===== src/bfi_pkg.sv =====
`timescale 1ns / 1ps
// ----------------------------------------------------------------------------
// bfi_pkg
// shared types and constants of the button frame injector
// ----------------------------------------------------------------------------
package bfi_pkg;

    localparam int TICK_W   = 24;
    localparam int CODE_W   = 8;
    localparam int WORD_W   = 16;
    localparam int BITS_W   = 5;
    localparam int PHASE_W  = 3;
    localparam int APB_AW   = 4;
    localparam int APB_DW   = 32;
    localparam int REG_IDX_W = 2;

    localparam logic [CODE_W-1:0] CODE_INV_MASK = 8'hFF;
    localparam logic [BITS_W-1:0] FRAME_BITS    = 5'd16;

    localparam logic [REG_IDX_W-1:0] REG_SHORT_TICKS    = 2'd0;
    localparam logic [REG_IDX_W-1:0] REG_LONG_TICKS     = 2'd1;
    localparam logic [REG_IDX_W-1:0] REG_DEBOUNCE_TICKS = 2'd2;
    localparam logic [REG_IDX_W-1:0] REG_RELEASE_CODE   = 2'd3;

    localparam logic [TICK_W-1:0] SHORT_TICKS_RST    = 24'd200;
    localparam logic [TICK_W-1:0] LONG_TICKS_RST     = 24'd800;
    localparam logic [TICK_W-1:0] DEBOUNCE_TICKS_RST = 24'd100000;
    localparam logic [CODE_W-1:0] RELEASE_CODE_RST   = 8'd0;

    localparam logic [PHASE_W-1:0] PH_IDLE     = 3'd0;
    localparam logic [PHASE_W-1:0] PH_START    = 3'd1;
    localparam logic [PHASE_W-1:0] PH_HIGH     = 3'd2;
    localparam logic [PHASE_W-1:0] PH_LOW      = 3'd3;
    localparam logic [PHASE_W-1:0] PH_DEBOUNCE = 3'd4;

    typedef struct packed {
        logic [TICK_W-1:0] short_ticks;
        logic [TICK_W-1:0] long_ticks;
        logic [TICK_W-1:0] debounce_ticks;
        logic [CODE_W-1:0] release_code;
    } bfi_cfg_t;

endpackage


===== src/bfi_cfg_regs.sv =====
`timescale 1ns / 1ps
// ----------------------------------------------------------------------------
// bfi_cfg_regs
// apb register file holding the line timing and the release code
// ----------------------------------------------------------------------------
module bfi_cfg_regs import bfi_pkg::*; (
    input  logic              aclk,
    input  logic              aresetn,
    input  logic              psel,
    input  logic              penable,
    input  logic              pwrite,
    input  logic [APB_AW-1:0] paddr,
    input  logic [APB_DW-1:0] pwdata,
    output logic [APB_DW-1:0] prdata,
    output logic              pready,
    output bfi_cfg_t          cfg
);

    bfi_cfg_t                cfg_reg;
    logic                    wr_en;
    logic [REG_IDX_W-1:0]    reg_idx;

    assign pready  = 1'b1;
    assign wr_en   = psel & penable & pwrite & pready;
    assign reg_idx = paddr[APB_AW-1:2];
    assign cfg     = cfg_reg;

    always_ff @(posedge aclk) begin
        if (!aresetn) begin
            cfg_reg.short_ticks    <= SHORT_TICKS_RST;
            cfg_reg.long_ticks     <= LONG_TICKS_RST;
            cfg_reg.debounce_ticks <= DEBOUNCE_TICKS_RST;
            cfg_reg.release_code   <= RELEASE_CODE_RST;
        end else if (wr_en) begin
            unique case (reg_idx)
                REG_SHORT_TICKS:    cfg_reg.short_ticks    <= pwdata[TICK_W-1:0];
                REG_LONG_TICKS:     cfg_reg.long_ticks     <= pwdata[TICK_W-1:0];
                REG_DEBOUNCE_TICKS: cfg_reg.debounce_ticks <= pwdata[TICK_W-1:0];
                REG_RELEASE_CODE:   cfg_reg.release_code   <= pwdata[CODE_W-1:0];
                default: ;
            endcase
        end
    end

    always_comb begin
        unique case (reg_idx)
            REG_SHORT_TICKS:    prdata = APB_DW'(cfg_reg.short_ticks);
            REG_LONG_TICKS:     prdata = APB_DW'(cfg_reg.long_ticks);
            REG_DEBOUNCE_TICKS: prdata = APB_DW'(cfg_reg.debounce_ticks);
            REG_RELEASE_CODE:   prdata = APB_DW'(cfg_reg.release_code);
            default:            prdata = '0;
        endcase
    end

endmodule


===== src/button_frame_injector.sv =====
`timescale 1ns / 1ps
// ----------------------------------------------------------------------------
// button_frame_injector
// keypad line pass-through that injects button frames toward the mainboard
//
// each s_ item is one time tick: the keypad level, a press request and a
// button code. each tick gives exactly one m_ item: the line level, the busy
// flag and a flag for a press dropped while busy.
// a press while idle sends a low start pulse, then the word {~code, code}
// msb first, each bit a high phase (long for 1, short for 0) and a short low
// phase. unless the code is the release code, the line is held high for the
// debounce time and a release frame follows.
// m_valid rises in the cycle after s_ accept; one item is taken every cycle
// while m_ready is high, set by the single state update between the input
// and the result register. while m_ready is low the result is held and
// s_ready stays high only while the result register is empty.
// reset sets the timing registers to 200, 800 and 100000 ticks, the release
// code to 0, the injector to idle and the result register to empty.
// ----------------------------------------------------------------------------
module button_frame_injector import bfi_pkg::*; #(
    parameter int TIMER_BITS = 24
) (
    input  logic              aclk,
    input  logic              aresetn,
    input  logic              psel,
    input  logic              penable,
    input  logic              pwrite,
    input  logic [APB_AW-1:0] paddr,
    input  logic [APB_DW-1:0] pwdata,
    output logic [APB_DW-1:0] prdata,
    output logic              pready,
    input  logic              s_valid,
    output logic              s_ready,
    input  logic              s_disp_level,
    input  logic              s_press,
    input  logic [CODE_W-1:0] s_button_code,
    output logic              m_valid,
    input  logic              m_ready,
    output logic              m_main_line,
    output logic              m_busy_res,
    output logic              m_dropped
);

    localparam int LW = (TIMER_BITS > TICK_W) ? TIMER_BITS : TICK_W;
    localparam logic [TIMER_BITS-1:0] TMR_MAX = '1;
    localparam logic [TIMER_BITS-1:0] TMR_ONE = TIMER_BITS'(1);

    bfi_cfg_t cfg;

    logic [PHASE_W-1:0]    phase_reg, phase_next;
    logic [TIMER_BITS-1:0] timer_reg, timer_next;
    logic [BITS_W-1:0]     bits_left_reg, bits_left_next;
    logic [WORD_W-1:0]     frame_word_reg, frame_word_next;
    logic                  release_pending_reg, release_pending_next;

    logic                  m_valid_reg;
    logic                  m_main_line_reg, m_main_line_next;
    logic                  m_busy_res_reg, m_busy_res_next;
    logic                  m_dropped_reg, m_dropped_next;

    logic                  s_fire;
    logic [TIMER_BITS-1:0] ld_short, ld_long, ld_deb;
    logic [TIMER_BITS-1:0] timer_dec;
    logic [WORD_W-1:0]     word_shift;
    logic [BITS_W-1:0]     bits_dec;

    function automatic logic [TIMER_BITS-1:0] timer_load(input logic [TICK_W-1:0] v);
        logic [LW-1:0]         v_ext;
        logic [TIMER_BITS-1:0] t;
        v_ext = LW'(v);
        if (v_ext > LW'(TMR_MAX)) begin
            t = TMR_MAX;
        end else begin
            t = v_ext[TIMER_BITS-1:0];
        end
        if (t == '0) begin
            t = TMR_ONE;
        end
        return t;
    endfunction

    bfi_cfg_regs u_cfg (
        .aclk    (aclk),
        .aresetn (aresetn),
        .psel    (psel),
        .penable (penable),
        .pwrite  (pwrite),
        .paddr   (paddr),
        .pwdata  (pwdata),
        .prdata  (prdata),
        .pready  (pready),
        .cfg     (cfg)
    );

    assign s_ready = !m_valid_reg || m_ready;
    assign s_fire  = s_valid && s_ready;

    assign ld_short   = timer_load(cfg.short_ticks);
    assign ld_long    = timer_load(cfg.long_ticks);
    assign ld_deb     = timer_load(cfg.debounce_ticks);
    assign timer_dec  = timer_reg - TMR_ONE;
    assign word_shift = {frame_word_reg[WORD_W-2:0], 1'b0};
    assign bits_dec   = bits_left_reg - BITS_W'(1);

    always_comb begin
        phase_next           = phase_reg;
        timer_next           = timer_reg;
        bits_left_next       = bits_left_reg;
        frame_word_next      = frame_word_reg;
        release_pending_next = release_pending_reg;
        m_dropped_next       = 1'b0;

        if (phase_reg == PH_IDLE) begin
            if (s_press) begin
                release_pending_next = (s_button_code != cfg.release_code);
                frame_word_next      = {s_button_code ^ CODE_INV_MASK, s_button_code};
                bits_left_next       = FRAME_BITS;
                phase_next           = PH_START;
                timer_next           = ld_short;
            end
        end else begin
            m_dropped_next = s_press;
            timer_next     = timer_dec;
            if (timer_dec == '0) begin
                unique case (phase_reg)
                    PH_START: begin
                        phase_next = PH_HIGH;
                        timer_next = frame_word_reg[WORD_W-1] ? ld_long : ld_short;
                    end
                    PH_HIGH: begin
                        phase_next = PH_LOW;
                        timer_next = ld_short;
                    end
                    PH_LOW: begin
                        frame_word_next = word_shift;
                        bits_left_next  = bits_dec;
                        if (bits_dec != '0) begin
                            phase_next = PH_HIGH;
                            timer_next = word_shift[WORD_W-1] ? ld_long : ld_short;
                        end else if (release_pending_reg) begin
                            phase_next = PH_DEBOUNCE;
                            timer_next = ld_deb;
                        end else begin
                            phase_next = PH_IDLE;
                            timer_next = '0;
                        end
                    end
                    PH_DEBOUNCE: begin
                        release_pending_next = 1'b0;
                        frame_word_next      = {cfg.release_code ^ CODE_INV_MASK,
                                                cfg.release_code};
                        bits_left_next       = FRAME_BITS;
                        phase_next           = PH_START;
                        timer_next           = ld_short;
                    end
                    default: begin
                        phase_next = PH_IDLE;
                        timer_next = '0;
                    end
                endcase
            end
        end

        unique case (phase_next)
            PH_IDLE:     m_main_line_next = s_disp_level;
            PH_HIGH:     m_main_line_next = 1'b1;
            PH_DEBOUNCE: m_main_line_next = 1'b1;
            default:     m_main_line_next = 1'b0;
        endcase
        m_busy_res_next = (phase_next != PH_IDLE);
    end

    always_ff @(posedge aclk) begin
        if (!aresetn) begin
            phase_reg           <= PH_IDLE;
            timer_reg           <= '0;
            bits_left_reg       <= '0;
            frame_word_reg      <= '0;
            release_pending_reg <= 1'b0;
            m_valid_reg         <= 1'b0;
        end else begin
            if (s_fire) begin
                phase_reg           <= phase_next;
                timer_reg           <= timer_next;
                bits_left_reg       <= bits_left_next;
                frame_word_reg      <= frame_word_next;
                release_pending_reg <= release_pending_next;
                m_valid_reg         <= 1'b1;
            end else if (m_ready) begin
                m_valid_reg <= 1'b0;
            end
        end
    end

    always_ff @(posedge aclk) begin
        if (s_fire) begin
            m_main_line_reg <= m_main_line_next;
            m_busy_res_reg  <= m_busy_res_next;
            m_dropped_reg   <= m_dropped_next;
        end
    end

    assign m_valid     = m_valid_reg;
    assign m_main_line = m_main_line_reg;
    assign m_busy_res  = m_busy_res_reg;
    assign m_dropped   = m_dropped_reg;

    // busy result tracks the phase left by the item
    a_busy_matches_phase: assert property (@(posedge aclk) disable iff (!aresetn)
        s_fire |=> (m_busy_res == (phase_reg != PH_IDLE)))
        else $error("busy flag does not match phase");

    a_timer_live: assert property (@(posedge aclk) disable iff (!aresetn)
        (phase_reg != PH_IDLE) |-> (timer_reg != '0))
        else $error("phase timer empty while injecting");

    a_bits_range: assert property (@(posedge aclk) disable iff (!aresetn)
        (bits_left_reg <= FRAME_BITS))
        else $error("bit count out of range");

    a_idle_no_release: assert property (@(posedge aclk) disable iff (!aresetn)
        (phase_reg == PH_IDLE) |-> !release_pending_reg)
        else $error("release pending while idle");

endmodule


===== config.mk =====
export PLATFORM = sky130hd
export DESIGN_NAME = button_frame_injector
export DESIGN_NICKNAME = d
export VERILOG_FILES = /design/src/bfi_pkg.sv /design/src/bfi_cfg_regs.sv /design/src/button_frame_injector.sv
export SDC_FILE = /design/constraint.sdc
export NUM_CORES = 1
export LEC_CHECK = 0
export ABC_AREA = 1
export BUFFER_PORTS_ARGS = -buffer_cell sky130_fd_sc_hd__buf_2
export CAP_MARGIN = 25
export CORE_ASPECT_RATIO = 1.1
export CORE_UTILIZATION = 40
export DETAILED_ROUTE_END_ITERATION = 16
export PLACE_DENSITY_LB_ADDON = 0.08
export SLEW_MARGIN = 5
export SYNTH_ARGS = -nofsm -noshare
export SYNTH_HDL_FRONTEND = slang
export SYNTH_SLANG_ARGS = --single-unit

===== constraint.sdc =====
create_clock -name aclk -period 4.2 [get_ports aclk]
set_input_delay 0.84 -clock aclk [delete_from_list [all_inputs] [get_ports aclk]]
set_output_delay 0.84 -clock aclk [all_outputs]
set_load 0.01 [all_outputs]

==> impl_metrics.toml <==
[run_status]
status = "finished clean"

[worst_setup_path]
arrival_ns = 3.83
cp-end-kind = "register"
cp-endpoint = "timer_reg[3]$_SDFFE_PN0P_"
cp_slowest_cell = "clkinv_1"
start_kind = "register"
r2r-end = "timer_reg[3]$_SDFFE_PN0P_"
rr_worst_depth = 11
path_max_fanout = 27
timing.critical_path.buf_inv = 6
rr_startpoint = "phase_reg[0]$_SDFFE_PN0P_"
critPathTopFamily = "buffers and inverters"
r2r_slack_ns = 0.74
cp.depth = 11
crit_path_max_incr_delay_ns = 0.66
crit_start = "phase_reg[0]$_SDFFE_PN0P_"
cp_cell_sequence = "nor2_1, buf_4, inv_1, nor2_2, inv_2, o21ai_2, buf_4, clkinv_1, nand3_1, nand2_1, inv_1"
critPathKind = "register to register"
cp.required_ns = 4.57

[grt]
grt_overflow_total = 0
track_usage = 0.268
grt_pass1_wl_microns = 45900
antenna_found_initial = 0
grt_pass1_vias = 8184
grt_max_degree = 102

[clocking]
clk-insertion-delay-late_ns = 0.43
cts_inserted_buffers = 17
cts_sinks = 133
cts_tree = "done"
post-cts-setup-buffer-count = 0
path_clk_slew_ns = 0.06
htree_levels = 4
clock_path_buffers = 2
cts.repair.resized = 0
cts-root-buf = "clkbuf_16"
cts.hold.buffers_added = 0

[route]
drt_iter0_drc = 717
vias_per_cell = 5.21
wl_per_cell_microns = 16.3
route.detailed.drc = 0
vias = 9130
dr.pass1.iters = 5
drtAntennaViolNets = 0
totalWireLength_microns = 28500

[sta]
worst_pin_slew_ns = 1.02
finalCritPeriodShare = 0.824
maxSlewHeadroom = 0.318
setup_viol = 0
fin_setup_tns_ns = 0
rsz0062_at_grt = "false"
worst_hold_slack_ns = 0.482
slew_violations = 0
skew_ns = 0.0112
hold_viol = 0
max_freq_ghz = 0.289
min_period_ns = 3.46

[final_layout]
nets = 1513
syn2layout_area_growth_pct = 13.6
multi_input_area_sq_um = 4900
diodes = 0
n_fill_cell = 2323
fin_util = 0.469
largest_register_ffs = 80
drive_gt1_frac = 0.104
register_area_sq_um = 2690

[die]
die_w_microns = 142
design.core.area_sq_um = 20900
rows = 55
fp.dieH_microns = 156
die_area_sq_um = 22100
initial_core_util = 0.412
ios = 91

[synthesis]
ys_ff_latch = 133
syn_inst = 1419
syn_area_sq_um = 8600
yosys_warnings = 0
synth_seq_area_share = 0.313
yosysUniqueCellTypes = 38
synth_area_per_cell_sq_um = 6.06

[pwr]
leakagePower_nw = 4.43
ir_drop_mv = 0.289
pwr_density_cell_nw_per_um2 = 399
p_total_mw = 3.90

[min_path]
whs_path_depth = 2
worstHoldPathType = "register to register"

[place]
gp_congestion = 0.871
io_buffers = 71
hpwl_microns = 20500

[run]
drv_cap = 0
## power by group
group	switching, mW	total [mW]	internal, mW
logic	0.655	0.954	0.300
registers	0.0612	1.40	1.34
clock network	0.651	1.55	0.896
## worst min-delay path by stage
stage,startpoint,to,slack (ns)
5_1_grt,frame_word_reg[13]$_SDFFE_PN0P_,frame_word_reg[13]$_SDFFE_PN0P_,0.51
3_3_place_gp,frame_word_reg[0]$_SDFFE_PN0P_,frame_word_reg[0]$_SDFFE_PN0P_,0.46
6_report,frame_word_reg[7]$_SDFFE_PN0P_,frame_word_reg[7]$_SDFFE_PN0P_,0.48
4_1_cts,frame_word_reg[7]$_SDFFE_PN0P_,frame_word_reg[7]$_SDFFE_PN0P_,0.49
2_1_floorplan,u_cfg.cfg[10]$_SDFFE_PN0P_,u_cfg.cfg[10]$_SDFFE_PN0P_,0.45
3_5_place_dp,frame_word_reg[7]$_SDFFE_PN0P_,frame_word_reg[7]$_SDFFE_PN0P_,0.47
## final cells by class
| type | instances | share of cell area |
|---|---|---|
| clock buffers | 18 | 0.0449 |
| clock inverters | 13 | 0.0154 |
| inverters | 180 | 0.0694 |
| multi-input cells | 1032 | 0.502 |
| flip-flops and latches | 133 | 0.275 |
| well taps | 285 | 0.0365 |
| repair buffers | 92 | 0.0566 |
## per-layer routing
layer	wire, microns	GRT usage	vias up	share of wire
met1	14300	0.402	4136	0.50
li1	-	-	4686	-
met4	282	0.0584	0	0.0099
met3	1530	0.0338	19	0.054
met5	0	0	-	0
met2	12400	0.404	289	0.43
## metrics by stage
stage	instance area [sq um]	worst slack, ns	instances
3_3_place_gp	9130	0.785	1720
4_1_cts	9750	0.713	1752
5_1_grt	9770	0.362	1753
3_5_place_dp	9160	0.727	1721
2_1_floorplan	8630	1.70	1426
6_report	9770	0.737	1753
## layout by cell type, fill, tap and decap left out, types with 3 or more instances in the layout
cell type  netlist  final
nand4_1         14     14
buf_2            7     71
clkinv_1         3      3
inv_1          173    173
clkbuf_16        0     17
o21ai_0        138    138
inv_6            0      3
ha_1             4      4
o211ai_1        34     34
nor2_2          10     10
o221ai_1        16     16
a22o_1           7      7
o21ai_1         13     13
nor2_1         169    169
nand3_1        140    140
buf_4            9     19
inv_2            3      3
nand3b_1         3      3
dfxtp_1        130    130
conb_1           2      9
xnor2_1         10     10
nor2_4           5      5
nor3_1           6      4
a21oi_1        108    108
nand2_4          3      3
nand2_1        333    333
edfxtp_1         3      3
clkinv_4         0      5
## kinds of logic after synthesis
| kind of cell | synth area share |
|---|---|
| simple gates | 0.340 |
| fa+ha+maj | 0.00582 |
| buf+inv | 0.121 |
| other cells | 0.000873 |
| compound gates | 0.208 |
| flops | 0.313 |
| xor+xnor | 0.0112 |
## worst min-delay path, stage by stage, from the launching register on
cell and delay [ns]:
dfxtp_1 0.32, nor2_1 0.05, nor2_1 0.08
## Yosys cell counts
library cell	number	area (sq um)
nand2_1	333	1250
inv_1	173	649
nor2_1	169	634
nand3_1	140	701
o21ai_0	138	691
dfxtp_1	130	2600
a21oi_1	108	541
clkbuf_1	59	221
o211ai_1	34	255
o221ai_1	16	140
nand4_1	14	87.6
o21ai_1	13	65.1
nor2_2	10	62.6
xnor2_1	10	87.6
buf_4	9	67.6
a22o_1	7	61.3
buf_2	7	35.0
nor3_1	6	30.0
nor2_4	5	56.3
buf_1	4	15.0
ha_1	4	50.1
clkinv_1	3	11.3
edfxtp_1	3	90.1
inv_2	3	11.3
nand2_4	3	33.8
nand3b_1	3	22.5
buf_6	2	22.5
conb_1	2	7.51
nand2_2	2	12.5
a221oi_1	1	8.76
a22oi_1	1	7.51
a31oi_1	1	6.26
inv_4	1	6.26
nand3_4	1	17.5
nor3_4	1	16.3
o21ai_2	1	8.76
o22ai_1	1	6.26
xor2_1	1	8.76
(Power assumes the default switching activity.)
